$ cat src/rtl/cbb_pkg.sv
// Shared types, codes and reset constants for the circuit breaker with backoff.
// No dependencies; imported by every module of the block.
`default_nettype none

package cbb_pkg;

    localparam int TIME_W   = 48;
    localparam int CNT_W    = 32;
    localparam int PROBE_W  = 8;
    localparam int TRIP_W   = 16;
    localparam int CLOSE_W  = 8;
    localparam int MS_W     = 32;
    localparam int FACTOR_W = 3;
    localparam int CFG_IDX_W  = 3;
    localparam int CFG_DATA_W = 32;

    localparam int BACKOFF_EXP_CAP_DEF = 10;

    localparam int S_TDATA_W = 48;
    localparam int S_TUSER_W = 2;
    localparam int M_TDATA_W = 176;

    // Result field offsets inside m_tdata
    localparam int O_ALLOWED   = 0;
    localparam int O_MODE      = 1;
    localparam int O_FAIL_RUN  = 3;
    localparam int O_SUCC_RUN  = 35;
    localparam int O_PROBES    = 67;
    localparam int O_ATTEMPTS  = 75;
    localparam int O_SUCC_TOT  = 107;
    localparam int O_FAIL_TOT  = 139;
    localparam int O_END       = 171;

    localparam logic [TRIP_W-1:0]   TRIP_RST   = 16'd5;
    localparam logic [PROBE_W-1:0]  PROBE_RST  = 8'd3;
    localparam logic [CLOSE_W-1:0]  CLOSE_RST  = 8'd2;
    localparam logic [MS_W-1:0]     BASE_RST   = 32'd30000;
    localparam logic [MS_W-1:0]     MAX_RST    = 32'd300000;
    localparam logic [FACTOR_W-1:0] FACTOR_RST = 3'd2;

    localparam logic [CNT_W-1:0] CNT_SAT = '1;

    typedef enum logic [1:0] {
        MODE_CLOSED = 2'd0,
        MODE_OPEN   = 2'd1,
        MODE_HALF   = 2'd2
    } mode_t;

    typedef enum logic [1:0] {
        REQ_PERMIT  = 2'd0,
        REQ_SUCCESS = 2'd1,
        REQ_FAILURE = 2'd2,
        REQ_RESET   = 2'd3
    } req_t;

    typedef enum logic [CFG_IDX_W-1:0] {
        CFG_TRIP   = 3'd0,
        CFG_PROBE  = 3'd1,
        CFG_CLOSE  = 3'd2,
        CFG_BASE   = 3'd3,
        CFG_MAX    = 3'd4,
        CFG_FACTOR = 3'd5
    } cfg_idx_t;

    typedef struct packed {
        logic [TRIP_W-1:0]   trip_threshold;
        logic [PROBE_W-1:0]  probe_limit;
        logic [CLOSE_W-1:0]  close_threshold;
        logic [MS_W-1:0]     base_timeout_ms;
        logic [MS_W-1:0]     max_timeout_ms;
        logic [FACTOR_W-1:0] backoff_factor;
    } cfg_t;

    typedef struct packed {
        logic busy;
        logic done;
    } wait_stat_t;

    function automatic logic [CNT_W-1:0] sat_inc(input logic [CNT_W-1:0] v);
        return (v == CNT_SAT) ? v : v + CNT_W'(1);
    endfunction

endpackage

`default_nettype wire

$ cat src/rtl/cbb_cfg.sv
// Configuration register bank for the circuit breaker.
// Depends on cbb_pkg for register codes, widths and reset values.
`default_nettype none

module cbb_cfg
    import cbb_pkg::*;
(
    input  wire logic                  clk,
    input  wire logic                  rst_n,
    input  wire logic                  cfg_we,
    input  wire logic [CFG_IDX_W-1:0]  cfg_index,
    input  wire logic [CFG_DATA_W-1:0] cfg_wdata,
    output cfg_t                       cfg
);

    cfg_t cfg_reg;

    always_ff @(posedge clk or negedge rst_n)
    begin
        if (!rst_n)
        begin
            cfg_reg.trip_threshold  <= TRIP_RST;
            cfg_reg.probe_limit     <= PROBE_RST;
            cfg_reg.close_threshold <= CLOSE_RST;
            cfg_reg.base_timeout_ms <= BASE_RST;
            cfg_reg.max_timeout_ms  <= MAX_RST;
            cfg_reg.backoff_factor  <= FACTOR_RST;
        end
        else if (cfg_we)
        begin
            unique case (cfg_index)
                CFG_TRIP:   cfg_reg.trip_threshold  <= cfg_wdata[TRIP_W-1:0];
                CFG_PROBE:  cfg_reg.probe_limit     <= cfg_wdata[PROBE_W-1:0];
                CFG_CLOSE:  cfg_reg.close_threshold <= cfg_wdata[CLOSE_W-1:0];
                CFG_BASE:   cfg_reg.base_timeout_ms <= cfg_wdata[MS_W-1:0];
                CFG_MAX:    cfg_reg.max_timeout_ms  <= cfg_wdata[MS_W-1:0];
                CFG_FACTOR: cfg_reg.backoff_factor  <= cfg_wdata[FACTOR_W-1:0];
                default:    ; // drop writes beyond the register list
            endcase
        end
    end

    assign cfg = cfg_reg;

endmodule

`default_nettype wire

$ cat src/rtl/cbb_wait_unit.sv
// Iterative backoff unit: one clamped multiply by the backoff factor per cycle.
// Depends on cbb_pkg for the configuration struct and status struct.
`default_nettype none

module cbb_wait_unit
    import cbb_pkg::*;
#(
    parameter int EXP_CAP = BACKOFF_EXP_CAP_DEF
)
(
    input  wire logic             clk,
    input  wire logic             rst_n,
    input  wire logic             start,
    input  wire logic [CNT_W-1:0] fail_run,
    input  wire cfg_t             cfg,
    output wait_stat_t            stat,
    output logic      [MS_W-1:0]  wait_ms
);

    localparam int CW = $clog2(EXP_CAP + 1);
    localparam logic [CW-1:0] CAP_W = CW'(EXP_CAP);
    localparam int PROD_W = MS_W + FACTOR_W;

    logic [MS_W-1:0]   t_reg;
    logic [CW-1:0]     cnt_reg;
    logic              busy_reg;
    logic [CW-1:0]     exp_val;
    logic [MS_W-1:0]   t_first;
    logic [PROD_W-1:0] prod;
    logic [MS_W-1:0]   t_next;

    assign exp_val = (fail_run < CNT_W'(EXP_CAP)) ? fail_run[CW-1:0] : CAP_W;
    assign t_first = (cfg.base_timeout_ms > cfg.max_timeout_ms) ? cfg.max_timeout_ms
                                                                : cfg.base_timeout_ms;
    assign prod    = PROD_W'(t_reg) * PROD_W'(cfg.backoff_factor);
    // clamp after every multiply so the product never outgrows the unit
    assign t_next  = (prod > PROD_W'(cfg.max_timeout_ms)) ? cfg.max_timeout_ms
                                                          : prod[MS_W-1:0];

    always_ff @(posedge clk or negedge rst_n)
    begin
        if (!rst_n)
        begin
            busy_reg <= 1'b0;
            cnt_reg  <= '0;
        end
        else if (start)
        begin
            busy_reg <= 1'b1;
            cnt_reg  <= exp_val;
        end
        else if (busy_reg)
        begin
            if (cnt_reg == '0)
                busy_reg <= 1'b0;
            else
                cnt_reg <= cnt_reg - CW'(1);
        end
    end

    always_ff @(posedge clk)
    begin
        if (start)
            t_reg <= t_first;
        else if (busy_reg && cnt_reg != '0)
            t_reg <= t_next;
    end

    assign stat.busy = busy_reg;
    assign stat.done = busy_reg && (cnt_reg == '0);
    assign wait_ms   = t_reg;

endmodule

`default_nettype wire

$ cat src/rtl/circuit_breaker_backoff.sv
// Circuit breaker with exponential backoff: sequencer, breaker state and result register.
// Depends on cbb_pkg, cbb_cfg and cbb_wait_unit.
// Flow: IDLE accepts an item; EXEC commits it to the result register once the output is
// free. A permission request while open passes WAIT first: e = min(failure_run,
// BACKOFF_EXP_CAP) backoff multiplies, one per cycle. A new item is taken only in IDLE.
// Reset: asynchronous, active low; breaker closed, counters zero, registers at defaults.
`default_nettype none

module circuit_breaker_backoff
    import cbb_pkg::*;
#(
    parameter int BACKOFF_EXP_CAP = BACKOFF_EXP_CAP_DEF
)
(
    input  wire logic                  clk,
    input  wire logic                  rst_n,
    input  wire logic                  s_tvalid,
    output logic                       s_tready,
    input  wire logic [S_TDATA_W-1:0]  s_tdata,   // [47:0] now_ms
    input  wire logic [S_TUSER_W-1:0]  s_tuser,   // [1:0] req_type
    output logic                       m_tvalid,
    input  wire logic                  m_tready,
    // [0] allowed, [2:1] breaker_mode, [34:3] failure_run, [66:35] success_run,
    // [74:67] probes_used, [106:75] attempts_total, [138:107] successes_total,
    // [170:139] failures_total, [175:171] zero
    output logic [M_TDATA_W-1:0]       m_tdata,
    input  wire logic                  cfg_we,
    input  wire logic [CFG_IDX_W-1:0]  cfg_index,
    input  wire logic [CFG_DATA_W-1:0] cfg_wdata
);

    typedef enum logic [2:0] {
        S_IDLE = 3'b001,
        S_WAIT = 3'b010,
        S_EXEC = 3'b100
    } state_t;

    state_t state_reg, state_next;

    cfg_t       cfg;
    wait_stat_t wstat;
    logic [MS_W-1:0] wait_ms;
    logic wait_start;

    mode_t              mode_reg, mode_next;
    logic [CNT_W-1:0]   fail_run_reg, fail_run_next;
    logic [CNT_W-1:0]   succ_run_reg, succ_run_next;
    logic [PROBE_W-1:0] probe_reg, probe_next;
    logic [TIME_W-1:0]  last_fail_reg, last_fail_next;
    logic [CNT_W-1:0]   att_tot_reg, att_tot_next;
    logic [CNT_W-1:0]   succ_tot_reg, succ_tot_next;
    logic [CNT_W-1:0]   fail_tot_reg, fail_tot_next;

    req_t              kind_reg;
    logic [TIME_W-1:0] now_reg;
    logic [TIME_W-1:0] elapsed_reg;

    logic                 m_tvalid_reg;
    logic [M_TDATA_W-1:0] m_tdata_reg;

    logic accept;
    logic commit;
    logic allowed;
    logic wait_ok;
    logic [CNT_W-1:0] fail_inc;
    logic [CNT_W-1:0] succ_inc;

    cbb_cfg u_cfg (
        .clk       (clk),
        .rst_n     (rst_n),
        .cfg_we    (cfg_we),
        .cfg_index (cfg_index),
        .cfg_wdata (cfg_wdata),
        .cfg       (cfg)
    );

    cbb_wait_unit #(
        .EXP_CAP (BACKOFF_EXP_CAP)
    ) u_wait (
        .clk      (clk),
        .rst_n    (rst_n),
        .start    (wait_start),
        .fail_run (fail_run_reg),
        .cfg      (cfg),
        .stat     (wstat),
        .wait_ms  (wait_ms)
    );

    assign s_tready   = (state_reg == S_IDLE);
    assign accept     = s_tvalid && s_tready;
    assign wait_start = accept && (req_t'(s_tuser) == REQ_PERMIT) && (mode_reg == MODE_OPEN);
    assign commit     = (state_reg == S_EXEC) && (!m_tvalid_reg || m_tready);

    always_comb
    begin
        state_next = state_reg;
        unique case (state_reg)
            S_IDLE:
            begin
                if (accept)
                    state_next = wait_start ? S_WAIT : S_EXEC;
            end
            S_WAIT:
            begin
                if (wstat.done)
                    state_next = S_EXEC;
            end
            S_EXEC:
            begin
                if (commit)
                    state_next = S_IDLE;
            end
            default: state_next = S_IDLE;
        endcase
    end

    assign wait_ok  = elapsed_reg >= TIME_W'(wait_ms);
    assign fail_inc = sat_inc(fail_run_reg);
    assign succ_inc = sat_inc(succ_run_reg);

    always_comb
    begin
        mode_next      = mode_reg;
        fail_run_next  = fail_run_reg;
        succ_run_next  = succ_run_reg;
        probe_next     = probe_reg;
        last_fail_next = last_fail_reg;
        att_tot_next   = att_tot_reg;
        succ_tot_next  = succ_tot_reg;
        fail_tot_next  = fail_tot_reg;
        allowed        = 1'b0;
        unique case (kind_reg)
            REQ_PERMIT:
            begin
                att_tot_next = sat_inc(att_tot_reg);
                if (mode_reg == MODE_CLOSED)
                    allowed = 1'b1;
                else if (mode_reg == MODE_OPEN)
                begin
                    if (wait_ok)
                    begin
                        mode_next     = MODE_HALF;
                        probe_next    = '0;
                        succ_run_next = '0;
                        allowed       = 1'b1;
                    end
                end
                else if (probe_reg < cfg.probe_limit)
                begin
                    probe_next = probe_reg + PROBE_W'(1);
                    allowed    = 1'b1;
                end
            end
            REQ_SUCCESS:
            begin
                succ_run_next = succ_inc;
                succ_tot_next = sat_inc(succ_tot_reg);
                if (mode_reg == MODE_CLOSED)
                    fail_run_next = '0;
                else if (mode_reg == MODE_HALF && succ_inc >= CNT_W'(cfg.close_threshold))
                begin
                    mode_next     = MODE_CLOSED;
                    fail_run_next = '0;
                    succ_run_next = '0;
                    probe_next    = '0;
                end
            end
            REQ_FAILURE:
            begin
                fail_run_next  = fail_inc;
                fail_tot_next  = sat_inc(fail_tot_reg);
                last_fail_next = now_reg;
                if ((mode_reg == MODE_CLOSED && fail_inc >= CNT_W'(cfg.trip_threshold))
                    || mode_reg == MODE_HALF)
                begin
                    mode_next     = MODE_OPEN;
                    succ_run_next = '0;
                    probe_next    = '0;
                end
            end
            REQ_RESET:
            begin
                mode_next     = MODE_CLOSED;
                fail_run_next = '0;
                succ_run_next = '0;
                probe_next    = '0;
            end
            default: ;
        endcase
    end

    always_ff @(posedge clk or negedge rst_n)
    begin
        if (!rst_n)
        begin
            state_reg     <= S_IDLE;
            mode_reg      <= MODE_CLOSED;
            fail_run_reg  <= '0;
            succ_run_reg  <= '0;
            probe_reg     <= '0;
            last_fail_reg <= '0;
            att_tot_reg   <= '0;
            succ_tot_reg  <= '0;
            fail_tot_reg  <= '0;
            m_tvalid_reg  <= 1'b0;
        end
        else
        begin
            state_reg <= state_next;
            if (commit)
            begin
                mode_reg      <= mode_next;
                fail_run_reg  <= fail_run_next;
                succ_run_reg  <= succ_run_next;
                probe_reg     <= probe_next;
                last_fail_reg <= last_fail_next;
                att_tot_reg   <= att_tot_next;
                succ_tot_reg  <= succ_tot_next;
                fail_tot_reg  <= fail_tot_next;
                m_tvalid_reg  <= 1'b1;
            end
            else if (m_tready)
                m_tvalid_reg <= 1'b0;
        end
    end

    // Hold the item; elapsed time wraps modulo 2^48
    always_ff @(posedge clk)
    begin
        if (accept)
        begin
            kind_reg    <= req_t'(s_tuser);
            now_reg     <= s_tdata[TIME_W-1:0];
            elapsed_reg <= s_tdata[TIME_W-1:0] - last_fail_reg;
        end
        if (commit)
            m_tdata_reg <= {{(M_TDATA_W-O_END){1'b0}}, fail_tot_next, succ_tot_next,
                            att_tot_next, probe_next, succ_run_next, fail_run_next,
                            mode_next, allowed};
    end

    assign m_tvalid = m_tvalid_reg;
    assign m_tdata  = m_tdata_reg;

    a_accept_leaves_idle: assert property (@(posedge clk) disable iff (!rst_n)
        accept |=> state_reg != S_IDLE)
        else $error("accepted item did not start the sequencer");

    a_wait_unit_tracks_state: assert property (@(posedge clk) disable iff (!rst_n)
        (state_reg == S_WAIT) == wstat.busy)
        else $error("backoff unit busy outside the wait phase");

    a_result_from_exec: assert property (@(posedge clk) disable iff (!rst_n)
        $rose(m_tvalid) |-> $past(state_reg == S_EXEC))
        else $error("result appeared without a commit");

endmodule

`default_nettype wire
$ cat config.mk
export PLATFORM = sky130hd
export DESIGN_NAME = circuit_breaker_backoff
export DESIGN_NICKNAME = d
export VERILOG_FILES = /design/src/rtl/cbb_pkg.sv /design/src/rtl/cbb_cfg.sv /design/src/rtl/cbb_wait_unit.sv /design/src/rtl/circuit_breaker_backoff.sv
export SDC_FILE = /design/constraint.sdc
export NUM_CORES = 2
export LEC_CHECK = 0
export BUFFER_PORTS_ARGS = -buffer_cell sky130_fd_sc_hd__clkbuf_2
export CELL_PAD_IN_SITES_DETAIL_PLACEMENT = 1
export CELL_PAD_IN_SITES_GLOBAL_PLACEMENT = 1
export CORE_MARGIN = 2
export CORE_UTILIZATION = 45
export DETAILED_ROUTE_END_ITERATION = 16
export PLACE_DENSITY = 0.82
export SYNTH_ARGS = -nofsm -noshare
export SYNTH_HDL_FRONTEND = slang
export SYNTH_HIERARCHICAL = 1
export SYNTH_SLANG_ARGS = --single-unit
$ cat constraint.sdc
create_clock -name clk -period 9.7 [get_ports clk]
set_input_delay 0.97 -clock clk [delete_from_list [all_inputs] [get_ports clk]]
set_output_delay 0.97 -clock clk [all_outputs]
set_load 0.1 [all_outputs]
Yosys cells after proc, flatten, opt, wreduce, memory -nomap -nowiden
Cells that the tools add are included.
- bits in registers: 627
- add/sub/neg operators: 8
- multiply operators: 1
- order comparisons: 7
- equality and inequality tests: 22
- multiplexer cells: 55
- reductions and logical operators: 29
- operator list (cell ; count):
    $mux 32 ; 20
    $add 32x1->32 const B ; 5
    $eq 32x32->1 const B ; 5
    $pmux 32 s4 ; 1
    $pmux 32 s3 ; 1
    $mux 8 ; 7
    $ge 48x32->1 ; 1
    $sub 48x48->48 ; 1
    $gt 35x32->1 ; 1
    $mul 32x3->35 ; 1
    $ge 32x16->1 ; 1
    $ge 32x8->1 ; 1
    $gt 32x32->1 ; 1
    $lt 32x4->1 const B ; 1
    $pmux 8 s4 ; 1
    $mux 4 ; 4
    $reduce_and 2->1 ; 8
    $mux 2 ; 6
    $mux 3 ; 4
    $eq 3x2->1 const B ; 3
    $eq 3x3->1 const B ; 3
    $mux 1 ; 9
    $pmux 3 s3 ; 1
    $add 8x1->8 const B ; 1
    other kinds (17) ; 35

Logic depth before layout (Yosys ltp)
- word-level depth: 7
- gate-level depth with buffers: 28

Hierarchy
Netlist, hierarchy kept.
- by module, submodules not included (module ; instances ; cells each ; area an instance (µm²) ; seq. area each (µm²)):
    circuit_breaker_backoff ; 1 ; 2631 ; 26790.7 ; 13634.3
    cbb_wait_unit ; 1 ; 783 ; 6333.6 ; 1086.0
    cbb_cfg ; 1 ; 214 ; 3764.9 ; 2503.7

Least setup slack after synthesis
No wires, ideal clock.
- path type: input to register
- start: in m_tready
- end: reg succ_run_reg[14]
- setup time: 0.376 ns
- data arrival time: 7.152 ns
- path slack: 2.173 ns
- stages on the path: 7
- buffers on the path: 3
- path through: nand2b_1 -> nand3_1 -> inv_1 -> clkbuf_1 -> clkbuf_1 -> buf_1 -> a211oi_1
- longest elaborated chain between the ends: 2
- RTL lines (element ; line ; source):
    start: declaration ; circuit_breaker_backoff.sv:22 ; input wire logic m_tready,
    $logic_or 1x1->1 ; circuit_breaker_backoff.sv:92 ; assign commit = (state_reg == S_EXEC) && (!m_tvalid_reg || m_tready);
    $logic_and 1x1->1 ; circuit_breaker_backoff.sv:92 ;
    named net commit ; circuit_breaker_backoff.sv:62 ; logic commit;
    end signal: assignment ; circuit_breaker_backoff.sv:214 ; succ_run_reg <= succ_run_next;
    end: declaration ; circuit_breaker_backoff.sv:47 ; logic [CNT_W-1:0] succ_run_reg, succ_run_next;
The timed path passes the listed nets, and every way through them passes these cells.
A chain may end at the register's enable or synchronous reset.

Worst setup path in the final report
- start: reg fail_run_reg[0]
- end: reg succ_run_reg[20]
- longest elaborated chain between the ends: 7
- elaborated cells on any way between the ends: 8
- classes of those cells: 1 x add/sub; 1 x order compare; 1 x eq/ne; 3 x mux; 2 x reduce/logical
- RTL lines (element ; line ; source):
    start: declaration ; circuit_breaker_backoff.sv:46 ; logic [CNT_W-1:0] fail_run_reg, fail_run_next;
    start signal: assignment ; circuit_breaker_backoff.sv:213 ; fail_run_reg <= fail_run_next;
    $add 32x1->32 or $eq 32x32->1 (tied branches) ; cbb_pkg.sv:80 ; return (v == CNT_SAT) ? v : v + CNT_W'(1);
    $mux 32 * ; cbb_pkg.sv:80 ;
    $ge 32x16->1 * ; circuit_breaker_backoff.sv:173 ; if ((mode_reg == MODE_CLOSED && fail_inc >= CNT_W'(cfg.trip_threshold))
    $logic_and 1x1->1 * ; circuit_breaker_backoff.sv:173 ;
    $logic_or 1x1->1 * ; circuit_breaker_backoff.sv:174 ; || mode_reg == MODE_HALF)
    $mux 32 * ; circuit_breaker_backoff.sv:173 ;
    $pmux 32 s4 * ; circuit_breaker_backoff.sv:132 ; unique case (kind_reg)
Every way passes the cells marked *; elsewhere a longest branch is shown, timed or not.

==> results.md <==
- Pwr/cell area: 294 nW/um^2
- Starting Density: 0.456
- Final Setup Violations: 0
- Worst stage delay on the critical path: between 0.8 and 0.9 ns
- Reg area: 17200 sq um
- Nets: 4152
- Slowest cell on crit path: nor4_1
- Clk sinks: 627
- Cell Rows: roughly 100
- Global-route wire length before repair: 173000 um
- LEAKAGE: approximately 18 nW
- Clk_lat worst skew: 0.63 ns
- Number of global-route vias before repair: 30300
- Clock Root Buffer: clkbuf_16
- Layout cells sized above 1: 0.149
- GRT Total Usage: 0.257
- Total clock buffers created by CTS: 74
- Reg clk slew, reported paths: 0.06 ns
- Clock Tree Buf Depth: 3
- Layout area overhead: 12.2%
- Crit path max fanout: 23
- Core area: about 81000 sq um
- Worst EP arrival: 7.74 ns
- Post-Syn Area per Cell: approximately 10 sq um
- Period utilization: 0.741
- Max VDD drop: 370 uV
- CP startpoint kind: flip-flop
- Worst-margin pin slew: 1.33 ns
- Critical-path cell list: ha_1 > nand3_1 > nor4_1 > nand3_1 > and2_1 > and3_1 > nand3_1 > xnor2_1 > ha_1 > a21o_1 > a21oi_1 > nor2_1 > a2111oi_0 > o211ai_1 > o41ai_1 > o2111a_1 > buf_4 > nand2b_1 > a31oi_1 > o21ai_1
- Post-Syn Area: 36900 sq um
- HP Class: in2async
- Utilization after layout: 0.512
- Max reg flops: 171
- Largest net degree at the start of global routing: between 100 and 150
- Setup Buffers After CTS: 0
- CTS tree: done
- Count of input and output buffers: 262
- Chip height: 290 um
- Vias per cell: 5.90
- Multi-input gate area: approximately 18000 sq um
- Cell mode on critical path: nand3_1
- Yosys Warn Count: 6
- Number of detailed-route iterations in the first pass: 5
- CP Class: reg2reg
- DP HPWL: 78800 um
- Die area: 84300 sq um
- H-Tree Depth: 3
- Max Fclk: approximately 140 MHz
- Post-CTS Resized: 0
- Worst-case reg-to-reg path depth: 20
- Drt total wl: ~110000 um
- WHS: roughly 0.29 ns
- Max Slew Vio Count: 0
- Total gr overflow: 0
- Final hold vios: 0
- Die Width: around 290 um
- Max_slew headroom: 0.0983
- Maxcap violations: 0
- DR DRC count: 0
- Reg2reg setup slack: 2.51 ns
- Critical Path End Type: flip-flop
- Vias: 29200
- Setup TNS: 0 ns
- Routed Antenna Nets: 0
- Post-CTS Hold Fix Bufs: 0
- Crit Reg-Reg Endpoint: succ_run_reg[20]
- Avg WL per Cell: 22.2 um
- Worst EP required: 10.25 ns
- Reg-to-reg startpoint: fail_run_reg[0]
- Minimum clock period: 7.19 ns
- Fillers: between 8000 and 9000
- Outcome: complete, no violations
- Synth Instances: 3627
- Top Ports: 268
- Final GP Congestion: 0.931
- Clock skew: 0.0397 ns
- Initial DRC Count: 2332
- Unrepaired setup endpoints after global routing: no
- Initial antenna violation count: 2
-- layer usage --
layer / vias to the layer above / track usage / share of wire
met3: 192 / 0.0294 / 0.050
met1: 14700 / 0.347 / 0.44
li1: 13400 / - / -
met4: 0 / 0.0958 / 0.036
met5: - / 0 / 0
met2: 867 / 0.425 / 0.47
-- layout make-up --
cell class	instances	area share
tap	1060	0.0320
timing repair buffer	291	0.0372
inverter	279	0.0255
antenna	2	0.000121
multi-input combinational	2542	0.431
sequential	627	0.416
clock inverter	34	0.00837
clock buffer	102	0.0497
-- power by group --
group	switching (mW)	internal, mW
combinational	3.46	1.99
sequential	0.432	3.52
clock	1.20	1.57
total	5.09	7.07
-- critical path, delay by kind of cell, from the launching register on --
kind / cells / cell delay, ns
flops: 1 / 0.51
fa+ha+maj: 2 / 0.58
simple gates: 8 / 3.20
buf+inv: 1 / 0.30
xor+xnor: 1 / 0.18
compound gates: 8 / 2.34
-- per-stage QoR --
| step | instances | area, sq um | setup WS [ns] | total power, mW |
|---|---|---|---|---|
| floorplan | 3631 | 36900 | 2.17 | 7.86 |
| global placement | 4799 | 39000 | 2.91 | 9.02 |
| detailed placement | 4799 | 39000 | 2.63 | 9.31 |
| CTS | 4935 | 41400 | 2.54 | 12.1 |
| global route | 4936 | 41400 | 1.93 | 12.9 |
| finish | 4937 | 41400 | 2.51 | 12.2 |
-- layout by cell type, fill, tap and decap left out, types with 12 or more instances in the layout --
| master | count |
|---|---|
| nand2_1 | 399 |
| dfrtp_1 | 304 |
| edfxtp_1 | 301 |
| inv_1 | 276 |
| clkbuf_2 | 261 |
| ha_1 | 215 |
| a21oi_1 | 200 |
| nor2_1 | 186 |
| xnor2_1 | 181 |
| o21ai_0 | 163 |
| nand3_1 | 131 |
| xor2_1 | 118 |
| mux2_2 | 103 |
| nand4_1 | 84 |
| a31oi_1 | 79 |
| clkbuf_16 | 74 |
| a21o_1 | 70 |
| nor3_1 | 65 |
| and3_1 | 52 |
| fa_1 | 32 |
| nor4_1 | 30 |
| buf_4 | 29 |
| and2_1 | 26 |
| a22o_1 | 24 |
| nand2b_1 | 23 |
| o32ai_1 | 23 |
| dfstp_2 | 22 |
| o2bb2ai_1 | 21 |
| mux2i_1 | 20 |
| o211ai_1 | 19 |
| and4_1 | 18 |
| clkbuf_1 | 18 |
| a211oi_1 | 16 |
| nor2b_1 | 15 |
| o21a_1 | 15 |
| or3_1 | 14 |
| clkinv_2 | 12 |
-- worst max path at each step --
stage | startpoint | endpoint | slack [ns] | cells past startpoint
2_1_floorplan | m_tready | succ_run_reg[14] | 2.17 | 7
3_3_place_gp | fail_run_reg[0] | succ_run_reg[0] | 2.91 | 19
3_5_place_dp | fail_run_reg[0] | succ_run_reg[0] | 2.63 | 19
4_1_cts | fail_run_reg[0] | succ_run_reg[0] | 2.54 | 19
5_1_grt | fail_run_reg[0] | succ_run_reg[20] | 1.93 | 20
6_report | fail_run_reg[0] | succ_run_reg[20] | 2.51 | 20
(Power assumes the default switching activity.)
